<file path="src/sv/dtlsrp_pkg.sv">
// Shared types and constants of the DTLS record header parser.
`default_nettype none
package dtlsrp_pkg;

   localparam int OFFSET_BITS_DEFAULT = 16;
   localparam int QUEUE_DEPTH_DEFAULT = 2;

   localparam int CSR_ADDR_BITS = 3;
   localparam int CSR_DATA_BITS = 32;
   localparam int CSR_INDEX_BIT = 2;
   localparam logic REG_MAX_RECORD_LENGTH = 1'b0;
   localparam logic [15:0] MAX_RECORD_LENGTH_RESET = 16'd18432;

   localparam logic [3:0] HDR_LAST_BYTE = 4'd12;
   localparam logic [7:0] TYPE_MIN = 8'd20;
   localparam logic [7:0] TYPE_MAX = 8'd23;
   localparam logic [15:0] VERSION_DTLS12 = 16'hfefd;
   localparam logic [15:0] VERSION_DTLS10 = 16'hfeff;

   typedef struct packed {
      logic [7:0] data_byte;
      logic       end_of_datagram;
   } req_item_type;

   typedef struct packed {
      logic [4:0]  record_type;
      logic [15:0] record_version;
      logic [15:0] record_epoch;
      logic [47:0] record_sequence;
      logic [15:0] body_length;
      logic [15:0] body_offset;
   } rsp_item_type;

   typedef struct packed {
      logic full;
      logic empty;
   } queue_status_type;

endpackage
`default_nettype wire

</file>
<file path="src/sv/dtlsrp_front.sv">
// Front end: byte-wise header capture, record tracking and descriptor build.
`default_nettype none
module dtlsrp_front #(
   parameter int OFFSET_BITS = dtlsrp_pkg::OFFSET_BITS_DEFAULT
) (
   input  wire logic                    clock,
   input  wire logic                    reset,
   input  wire logic                    accept,
   input  wire dtlsrp_pkg::req_item_type item,
   input  wire logic [15:0]             max_len,
   output logic                         push,
   output dtlsrp_pkg::rsp_item_type     desc
);

   localparam int LW = (OFFSET_BITS > 16) ? OFFSET_BITS : 16;
   localparam logic [OFFSET_BITS-1:0] OFF_ONE = {{(OFFSET_BITS-1){1'b0}}, 1'b1};
   localparam logic [LW-1:0] WIDE_ONE = {{(LW-1){1'b0}}, 1'b1};

   typedef enum logic [1:0] {
      PH_HEADER,
      PH_BODY,
      PH_STOPPED
   } phase_type;

   phase_type              phase_ff, phase_in;
   logic [3:0]             count_ff, count_in;
   logic [15:0]            remain_ff, remain_in;
   logic [OFFSET_BITS-1:0] offset_ff, offset_in;
   logic [7:0]             type_ff, type_in;
   logic [15:0]            version_ff, version_in;
   logic [15:0]            epoch_ff, epoch_in;
   logic [47:0]            seq_ff, seq_in;
   logic [15:0]            len_ff, len_in;
   logic                   finish;
   logic                   type_ok;
   logic                   version_ok;
   logic [LW-1:0]          start_wide;
   logic [OFFSET_BITS-1:0] start;

   always_comb begin
      phase_in   = phase_ff;
      count_in   = count_ff;
      remain_in  = remain_ff;
      type_in    = type_ff;
      version_in = version_ff;
      epoch_in   = epoch_ff;
      seq_in     = seq_ff;
      len_in     = len_ff;
      finish     = 1'b0;
      unique case (phase_ff)
         PH_HEADER: begin
            priority if (count_ff == 4'd0) begin
               type_in = item.data_byte;
            end else if (count_ff <= 4'd2) begin
               version_in = {version_ff[7:0], item.data_byte};
            end else if (count_ff <= 4'd4) begin
               epoch_in = {epoch_ff[7:0], item.data_byte};
            end else if (count_ff <= 4'd10) begin
               seq_in = {seq_ff[39:0], item.data_byte};
            end else begin
               len_in = {len_ff[7:0], item.data_byte};
            end
            if (count_ff == dtlsrp_pkg::HDR_LAST_BYTE) begin
               count_in = 4'd0;
               priority if (len_in > max_len) begin
                  phase_in = PH_STOPPED;
               end else if (len_in == 16'd0) begin
                  finish = 1'b1;
               end else begin
                  phase_in  = PH_BODY;
                  remain_in = len_in;
               end
            end else begin
               count_in = count_ff + 4'd1;
            end
         end
         PH_BODY: begin
            remain_in = remain_ff - 16'd1;
            if (remain_in == 16'd0) begin
               finish   = 1'b1;
               phase_in = PH_HEADER;
            end
         end
         default: begin
            // stopped or unused code: drop bytes until the datagram ends
         end
      endcase
      if (item.end_of_datagram) begin
         phase_in  = PH_HEADER;
         count_in  = 4'd0;
         remain_in = 16'd0;
         offset_in = '0;
      end else begin
         offset_in = offset_ff + OFF_ONE;
      end
   end

   assign type_ok    = (type_in >= dtlsrp_pkg::TYPE_MIN) && (type_in <= dtlsrp_pkg::TYPE_MAX);
   assign version_ok = (version_in == dtlsrp_pkg::VERSION_DTLS12) ||
                       (version_in == dtlsrp_pkg::VERSION_DTLS10);
   assign push       = accept && finish && type_ok && version_ok;

   // body start = offset of the closing byte - length + 1, modulo the offset width
   assign start_wide = LW'(offset_ff) - LW'(len_in) + WIDE_ONE;
   assign start      = start_wide[OFFSET_BITS-1:0];

   always_comb begin
      desc.record_type     = type_in[4:0];
      desc.record_version  = version_in;
      desc.record_epoch    = epoch_in;
      desc.record_sequence = seq_in;
      desc.body_length     = len_in;
      desc.body_offset     = 16'(start);
   end

   always_ff @(posedge clock) begin
      if (reset) begin
         phase_ff  <= PH_HEADER;
         count_ff  <= 4'd0;
         remain_ff <= 16'd0;
         offset_ff <= '0;
      end else if (accept) begin
         phase_ff  <= phase_in;
         count_ff  <= count_in;
         remain_ff <= remain_in;
         offset_ff <= offset_in;
      end
   end

   always_ff @(posedge clock) begin
      if (accept) begin
         type_ff    <= type_in;
         version_ff <= version_in;
         epoch_ff   <= epoch_in;
         seq_ff     <= seq_in;
         len_ff     <= len_in;
      end
   end

endmodule
`default_nettype wire

</file>
<file path="src/sv/dtlsrp_queue.sv">
// Short descriptor queue between the front end and the result stage.
`default_nettype none
module dtlsrp_queue #(
   parameter int DEPTH = dtlsrp_pkg::QUEUE_DEPTH_DEFAULT
) (
   input  wire logic                     clock,
   input  wire logic                     reset,
   input  wire logic                     push,
   input  wire dtlsrp_pkg::rsp_item_type push_data,
   input  wire logic                     pop,
   output dtlsrp_pkg::rsp_item_type      head,
   output dtlsrp_pkg::queue_status_type  status
);

   localparam int PTR_W = (DEPTH > 1) ? $clog2(DEPTH) : 1;
   localparam int CNT_W = $clog2(DEPTH + 1);

   dtlsrp_pkg::rsp_item_type slot_ff [DEPTH];
   logic [PTR_W-1:0] wr_ptr_ff, wr_ptr_in;
   logic [PTR_W-1:0] rd_ptr_ff, rd_ptr_in;
   logic [CNT_W-1:0] count_ff, count_in;
   logic             do_push;
   logic             do_pop;

   assign status.full  = (count_ff == CNT_W'(DEPTH));
   assign status.empty = (count_ff == '0);
   assign do_push      = push && !status.full;
   assign do_pop       = pop && !status.empty;
   assign head         = slot_ff[rd_ptr_ff];

   always_comb begin
      wr_ptr_in = wr_ptr_ff;
      rd_ptr_in = rd_ptr_ff;
      count_in  = count_ff;
      if (do_push) begin
         wr_ptr_in = (wr_ptr_ff == PTR_W'(DEPTH - 1)) ? '0 : wr_ptr_ff + PTR_W'(1);
      end
      if (do_pop) begin
         rd_ptr_in = (rd_ptr_ff == PTR_W'(DEPTH - 1)) ? '0 : rd_ptr_ff + PTR_W'(1);
      end
      if (do_push && !do_pop) begin
         count_in = count_ff + CNT_W'(1);
      end else if (do_pop && !do_push) begin
         count_in = count_ff - CNT_W'(1);
      end
   end

   always_ff @(posedge clock) begin
      if (reset) begin
         wr_ptr_ff <= '0;
         rd_ptr_ff <= '0;
         count_ff  <= '0;
      end else begin
         wr_ptr_ff <= wr_ptr_in;
         rd_ptr_ff <= rd_ptr_in;
         count_ff  <= count_in;
      end
   end

   always_ff @(posedge clock) begin
      if (do_push) begin
         slot_ff[wr_ptr_ff] <= push_data;
      end
   end

endmodule
`default_nettype wire

</file>
<file path="src/sv/dtlsrp_back.sv">
// Result stage: output register that presents the oldest descriptor.
`default_nettype none
module dtlsrp_back (
   input  wire logic                     clock,
   input  wire logic                     reset,
   input  wire dtlsrp_pkg::queue_status_type q_status,
   input  wire dtlsrp_pkg::rsp_item_type q_head,
   output logic                          q_pop,
   input  wire logic                     rsp_pop,
   output logic                          rsp_empty,
   output dtlsrp_pkg::rsp_item_type      rsp_data
);

   logic                     valid_ff, valid_in;
   dtlsrp_pkg::rsp_item_type data_ff;

   // refill whenever the register is free or being taken this cycle
   assign q_pop = !q_status.empty && (!valid_ff || rsp_pop);

   always_comb begin
      valid_in = valid_ff;
      if (q_pop) begin
         valid_in = 1'b1;
      end else if (rsp_pop) begin
         valid_in = 1'b0;
      end
   end

   always_ff @(posedge clock) begin
      if (reset) begin
         valid_ff <= 1'b0;
      end else begin
         valid_ff <= valid_in;
      end
   end

   always_ff @(posedge clock) begin
      if (q_pop) begin
         data_ff <= q_head;
      end
   end

   assign rsp_empty = !valid_ff;
   assign rsp_data  = data_ff;

endmodule
`default_nettype wire

</file>
<file path="src/sv/dtls_record_header_parser_core.sv">
// Top level of the DTLS record header parser.
// Takes one datagram byte per cycle while req_full is low and emits one
// descriptor per accepted DTLS 1.2 or 1.0 record (type 20..23, version 0xfefd
// or 0xfeff, length up to max_record_length) that fits in the datagram. The
// front end captures header fields and counts body bytes with one registered
// update per byte; req_full rises only while the QUEUE_DEPTH-entry descriptor
// queue is full. A descriptor for a completed record reaches the result ports
// through the queue write, then the output register. max_record_length sits
// at byte address 0 of the csr port and must be written while idle.
`default_nettype none
module dtls_record_header_parser_core #(
   parameter int OFFSET_BITS = dtlsrp_pkg::OFFSET_BITS_DEFAULT,
   parameter int QUEUE_DEPTH = dtlsrp_pkg::QUEUE_DEPTH_DEFAULT
) (
   input  wire logic                                 clock,
   input  wire logic                                 reset,
   input  wire logic                                 req_push,
   output logic                                      req_full,
   input  wire dtlsrp_pkg::req_item_type             req_data,
   output logic                                      rsp_empty,
   input  wire logic                                 rsp_pop,
   output dtlsrp_pkg::rsp_item_type                  rsp_data,
   input  wire logic                                 csr_psel,
   input  wire logic                                 csr_penable,
   input  wire logic                                 csr_pwrite,
   input  wire logic [dtlsrp_pkg::CSR_ADDR_BITS-1:0] csr_paddr,
   input  wire logic [dtlsrp_pkg::CSR_DATA_BITS-1:0] csr_pwdata,
   output logic [dtlsrp_pkg::CSR_DATA_BITS-1:0]      csr_prdata,
   output logic                                      csr_pready
);

   logic [15:0]                  max_len_ff;
   logic                         csr_write;
   logic                         csr_hit;
   logic                         accept;
   logic                         front_push;
   dtlsrp_pkg::rsp_item_type     front_desc;
   dtlsrp_pkg::rsp_item_type     q_head;
   dtlsrp_pkg::queue_status_type q_status;
   logic                         q_pop;

   assign csr_pready = 1'b1;
   assign csr_hit    = (csr_paddr[dtlsrp_pkg::CSR_INDEX_BIT] == dtlsrp_pkg::REG_MAX_RECORD_LENGTH);
   assign csr_write  = csr_psel && csr_penable && csr_pwrite && csr_pready;
   assign csr_prdata = csr_hit ? dtlsrp_pkg::CSR_DATA_BITS'(max_len_ff) : '0;

   always_ff @(posedge clock) begin
      if (reset) begin
         max_len_ff <= dtlsrp_pkg::MAX_RECORD_LENGTH_RESET;
      end else if (csr_write && csr_hit) begin
         max_len_ff <= csr_pwdata[15:0];
      end
   end

   assign req_full = q_status.full;
   assign accept   = req_push && !req_full;

   dtlsrp_front #(
      .OFFSET_BITS(OFFSET_BITS)
   ) u_front (
      .clock   (clock),
      .reset   (reset),
      .accept  (accept),
      .item    (req_data),
      .max_len (max_len_ff),
      .push    (front_push),
      .desc    (front_desc)
   );

   dtlsrp_queue #(
      .DEPTH(QUEUE_DEPTH)
   ) u_queue (
      .clock     (clock),
      .reset     (reset),
      .push      (front_push),
      .push_data (front_desc),
      .pop       (q_pop),
      .head      (q_head),
      .status    (q_status)
   );

   dtlsrp_back u_back (
      .clock     (clock),
      .reset     (reset),
      .q_status  (q_status),
      .q_head    (q_head),
      .q_pop     (q_pop),
      .rsp_pop   (rsp_pop),
      .rsp_empty (rsp_empty),
      .rsp_data  (rsp_data)
   );

`ifndef SYNTHESIS
   a_no_overflow: assert property (@(posedge clock) disable iff (reset)
      front_push |-> !q_status.full)
      else $error("descriptor pushed into a full queue");

   a_type_range: assert property (@(posedge clock) disable iff (reset)
      front_push |-> (front_desc.record_type >= 5'd20) && (front_desc.record_type <= 5'd23))
      else $error("descriptor with a record type outside 20..23");

   a_csr_write: assert property (@(posedge clock) disable iff (reset)
      (csr_write && csr_hit) |=> (max_len_ff == $past(csr_pwdata[15:0])))
      else $error("max_record_length not updated by a write");

   a_pop_refill: assert property (@(posedge clock) disable iff (reset)
      (!rsp_empty && !rsp_pop) |=> !rsp_empty)
      else $error("waiting item lost without a pop");
`endif

endmodule
`default_nettype wire
</file>
<file path="config.mk">
export PLATFORM = sky130hd
export DESIGN_NAME = dtls_record_header_parser_core
export DESIGN_NICKNAME = d
export VERILOG_FILES = /design/src/sv/dtlsrp_pkg.sv /design/src/sv/dtlsrp_front.sv /design/src/sv/dtlsrp_queue.sv /design/src/sv/dtlsrp_back.sv /design/src/sv/dtls_record_header_parser_core.sv
export SDC_FILE = /design/constraint.sdc
export NUM_CORES = 1
export LEC_CHECK = 0
export ABC_CLOCK_PERIOD_IN_PS = 19400
export BUFFER_PORTS_ARGS = -buffer_cell sky130_fd_sc_hd__buf_2
export CAP_MARGIN = 20
export CORE_MARGIN = 2
export CORE_UTILIZATION = 64
export DETAILED_ROUTE_END_ITERATION = 10
export GPL_TIMING_DRIVEN = 1
export HOLD_SLACK_MARGIN = 0.02
export PLACE_DENSITY = 0.85
export SETUP_SLACK_MARGIN = 0.5
export SLEW_MARGIN = 20
export SYNTH_ARGS = -nofsm -noshare
export SYNTH_HDL_FRONTEND = slang
export SYNTH_HIERARCHICAL = 1
export SYNTH_SLANG_ARGS = --single-unit
</file>
<file path="constraint.sdc">
create_clock -name clock -period 19.4 [get_ports clock]
set_input_delay 0 -clock clock [delete_from_list [all_inputs] [get_ports clock]]
set_output_delay 0 -clock clock [all_outputs]
set_load 0.02 [all_outputs]
</file>
==> impl_metrics.tcl <==
set metrics [dict create \
    post-cts-setup-buffers 0 \
    crit_chain "a21o_1 > nand2_2 > mux2i_1 > inv_1 > ha_1 > a21o_1 > a21oi_1 > nor3_1 > o31ai_1 > and2b_1 > a2bb2oi_1 > nor3b_2 > inv_1 > or3_1 > inv_4 > buf_4" \
    finalCritPeriodShare_pct 29.1 \
    n_fill_cell 1977 \
    viasPerCell 5.81 \
    core_area_um2 33400 \
    worstSetupPathType "register to register" \
    synth_top_cells_by_area "edfxtp_1 (63%), mux2_2 (9.2%), dfxtp_1 (5.5%)" \
    hold_end "u_front/type_ff[5]$_DFFE_PP_" \
    synth_cells 1410 \
    max_freq_ghz 0.177 \
    overflow 0 \
    grt_max_degree 81 \
    gp_congestion 0.850 \
    antenna_found_initial 0 \
    ant_nets 0 \
    hold_violations 0 \
    powerDensity_nw_per_um2 91.2 \
    yosys_warnings 6 \
    wl_per_cell_um 19.8 \
    final_common_cell "edfxtp_1" \
    avgSynthCellArea_um2 15.4 \
    grt-busiest-layer "met2" \
    start_util_pct 64.9 \
    cts_sinks 515 \
    die_y_um 188 \
    required_ns 19.56 \
    regArea_um2 14900 \
    max_slew_margin_pct 29.3 \
    met3_usage_pct 3.18 \
    cts_tree "done" \
    slew_viol_final 0 \
    die_x_um 188 \
    min_path_cells 2 \
    drive_gt1_share_pct 29.1 \
    yosysSeqAreaShare_pct 68.5 \
    grt_pass1_vias 11989 \
    grt_util_met1_pct 31.8 \
    yosys_register_bits 515 \
    worst-path-buf-inv 4 \
    p_leak_nw 8.99 \
    root_buffer "clkbuf_16" \
    synth_area_leader_cell "edfxtp_1" \
    cp-end-kind "register" \
    remaining_drc_errors 0 \
    drt_iter0_drc 1146 \
    hp-class "primary input to register" \
    timing.setup.tns_ns 0 \
    maxCapViolations 0 \
    start_kind "register" \
    layout_common_cells "edfxtp_1 (455), mux2_2 (178), buf_2 (167)" \
    h-tree-depth 2 \
    async_flop_share_pct 0 \
    postRouteWirelength_um 41300 \
    critPathTopFamily "buffers and inverters" \
    hold_start "req_data[6]" \
    grt_pass1_wl_um 65000 \
    r2r_cells 16 \
    worst_slack_ns 13.76 \
    worst_pin_slew_ns 1.06 \
    regToRegEndpoint "u_queue/slot_ff[0][97]$_DFFE_PP_" \
    synth_edf_count 455 \
    setup_viol 0 \
    num_vias 12128 \
    pre_cts_slack_ns 13.91 \
    cts_buffer_depth 3 \
    hpwl_um 25500 \
    fin_util_pct 73.7 \
    r2r_start "u_front/count_ff[1]$_SDFFE_PP0P_" \
    yosysUniqueCellTypes 66 \
    io_buffer_count 167 \
    grt_use_total_pct 23.4 \
    ios 203 \
    clk_latency_ns 0.55 \
    clkTransAtPathRegs_ns 0.06 \
    crit_path_max_fanout 65 \
    ys.flop_type "edfxtp_1" \
    period_minus_slack_ns 5.64 \
    cts_resized 0 \
    cp_slowest_cell "buf_4" \
    area_growth_pct 13.6 \
    dieArea_um2 35400 \
    rsz0062_at_grt "no" \
    first_pass_iters 5 \
    status "finished, final reports clean" \
    multiInputGateArea_um2 6220 \
    fp-row-count 67 \
    netlist_area_um2 21700 \
    cts_buffers 49 \
    ir_worst_vdd_v 0.0000704 \
    ff2ff_setup_slack_ns 13.76 \
    use_met2_pct 39.5 \
    critical_path.max_stage_delay_ns 0.86 \
    layout.nets 1707 \
    skew_ns 0.0220 \
    synth_top_area_share_pct 63.0 \
    num_antenna_cells 0 \
    worstPathArrival_ns 5.80 \
]
cells in the mapped netlist, types with 3 or more instances:
library cell  count
a21o_1            7
a21oi_1          68
a31oi_1           6
and2b_2           6
and3_1            6
buf_2            10
buf_4            25
buf_6             9
clkbuf_1         28
dfxtp_1          60
edfxtp_1        455
ha_1             52
inv_1            65
mux2_2          178
mux2_4           30
mux2i_1          32
nand2_1          31
nand2b_1         35
nand3_1          27
nand4_1           8
nand4b_1          3
nor2_1           83
nor2b_1          16
nor3_1           22
nor4_1           11
o21a_1            3
o21ai_0          21
o32ai_1           7
or2_2             4
or3_1            18
xnor2_1          18
xor2_1           18
layout make-up:
type	count	share of cell area, %
Clock buffer	61	5.33
Multi-Input combinational cell	770	25.2
Timing Repair Buffer	202	4.73
Sequential cell	515	60.3
Tap cell	448	2.27
Inverter	65	1.00
Clock inverter	27	1.13
kinds of logic after synthesis:
kind of cell | synth area share, %
xor+xnor | 1.45
fa+ha+maj | 3.09
compound gates | 3.94
mux | 12.8
simple gates | 6.89
other cells | 0.0346
buf+inv | 3.30
flops | 68.5
stage by stage:
stage	cell area, µm²	hold WS, ns	power [mW]	cells
detailed placement	22800	0.267	1.33	1975
global placement	22800	0.259	1.32	1975
CTS	24600	0.0223	2.26	2088
global route	24600	0.0231	2.31	2088
finish	24600	0.0328	2.25	2088
floorplan	21800	0.0624	1.31	1425
power by group:
group | total [mW] | switching [mW] | internal, mW
combinational | 0.0809 | 0.0492 | 0.0317
sequential | 1.23 | 0.00982 | 1.22
clock | 0.935 | 0.388 | 0.546
repair_timing:
action                                  in CTS  in global routing
hold endpoints to repair                    68                  0
hold buffers                                25                  0
endpoints found under the setup margin       0                  0
worst register-to-register path, cell delays in order, from the launching register on:
cell and delay (ns):
dfxtp_1 0.40, a21o_1 0.22, nand2_2 0.38, mux2i_1 0.43, inv_1 0.10, ha_1 0.31
a21o_1 0.17, a21oi_1 0.19, nor3_1 0.09, o31ai_1 0.44, and2b_1 0.22, a2bb2oi_1 0.09
nor3b_2 0.22, inv_1 0.09, or3_1 0.41, inv_4 0.59, buf_4 0.88
state kept, by name, indices dropped and copies added, names as in the netlist, named ones only:
| name | count |
|---|---|
| max_len_ff | 16 |
| u_back/rsp_data | 117 |
| u_back/valid_ff | 1 |
| u_front/count_ff | 4 |
| u_front/epoch_ff | 16 |
| u_front/len_ff | 16 |
| u_front/offset_ff | 16 |
| u_front/phase_ff | 2 |
| u_front/remain_ff | 16 |
| u_front/seq_ff | 48 |
| u_front/type_ff | 8 |
| u_front/version_ff | 16 |
| u_queue/count_ff | 2 |
| u_queue/rd_ptr_ff | 1 |
| u_queue/slot_ff | 234 |
| u_queue/wr_ptr_ff | 1 |
how the worst max path moves through the flow:
stage / start / endpoint / slack (ns) / cells past startpoint
2_1_floorplan: u_queue/count_ff[1]$_SDFFE_PP0P_ / u_queue/slot_ff[1][0]$_DFFE_PP_ / 9.95 / 8
6_report: u_front/count_ff[1]$_SDFFE_PP0P_ / u_queue/slot_ff[0][97]$_DFFE_PP_ / 13.76 / 16
4_1_cts: u_front/count_ff[2]$_SDFFE_PP0P_ / u_queue/slot_ff[0][107]$_DFFE_PP_ / 13.86 / 16
3_5_place_dp: u_front/count_ff[1]$_SDFFE_PP0P_ / u_queue/slot_ff[0][69]$_DFFE_PP_ / 13.91 / 16
3_3_place_gp: u_front/count_ff[2]$_SDFFE_PP0P_ / u_queue/slot_ff[0][69]$_DFFE_PP_ / 13.99 / 16
5_1_grt: u_front/count_ff[2]$_SDFFE_PP0P_ / u_queue/slot_ff[0][107]$_DFFE_PP_ / 13.47 / 16
routing by layer:
layer / share of wire [%] / wire length (µm)
met1: 41 / 17100
met2: 49 / 20400
met3: 6.1 / 2520
met4: 2.9 / 1210
met5: 0 / 0
No activity file was read; power rests on OpenSTA's default activity.
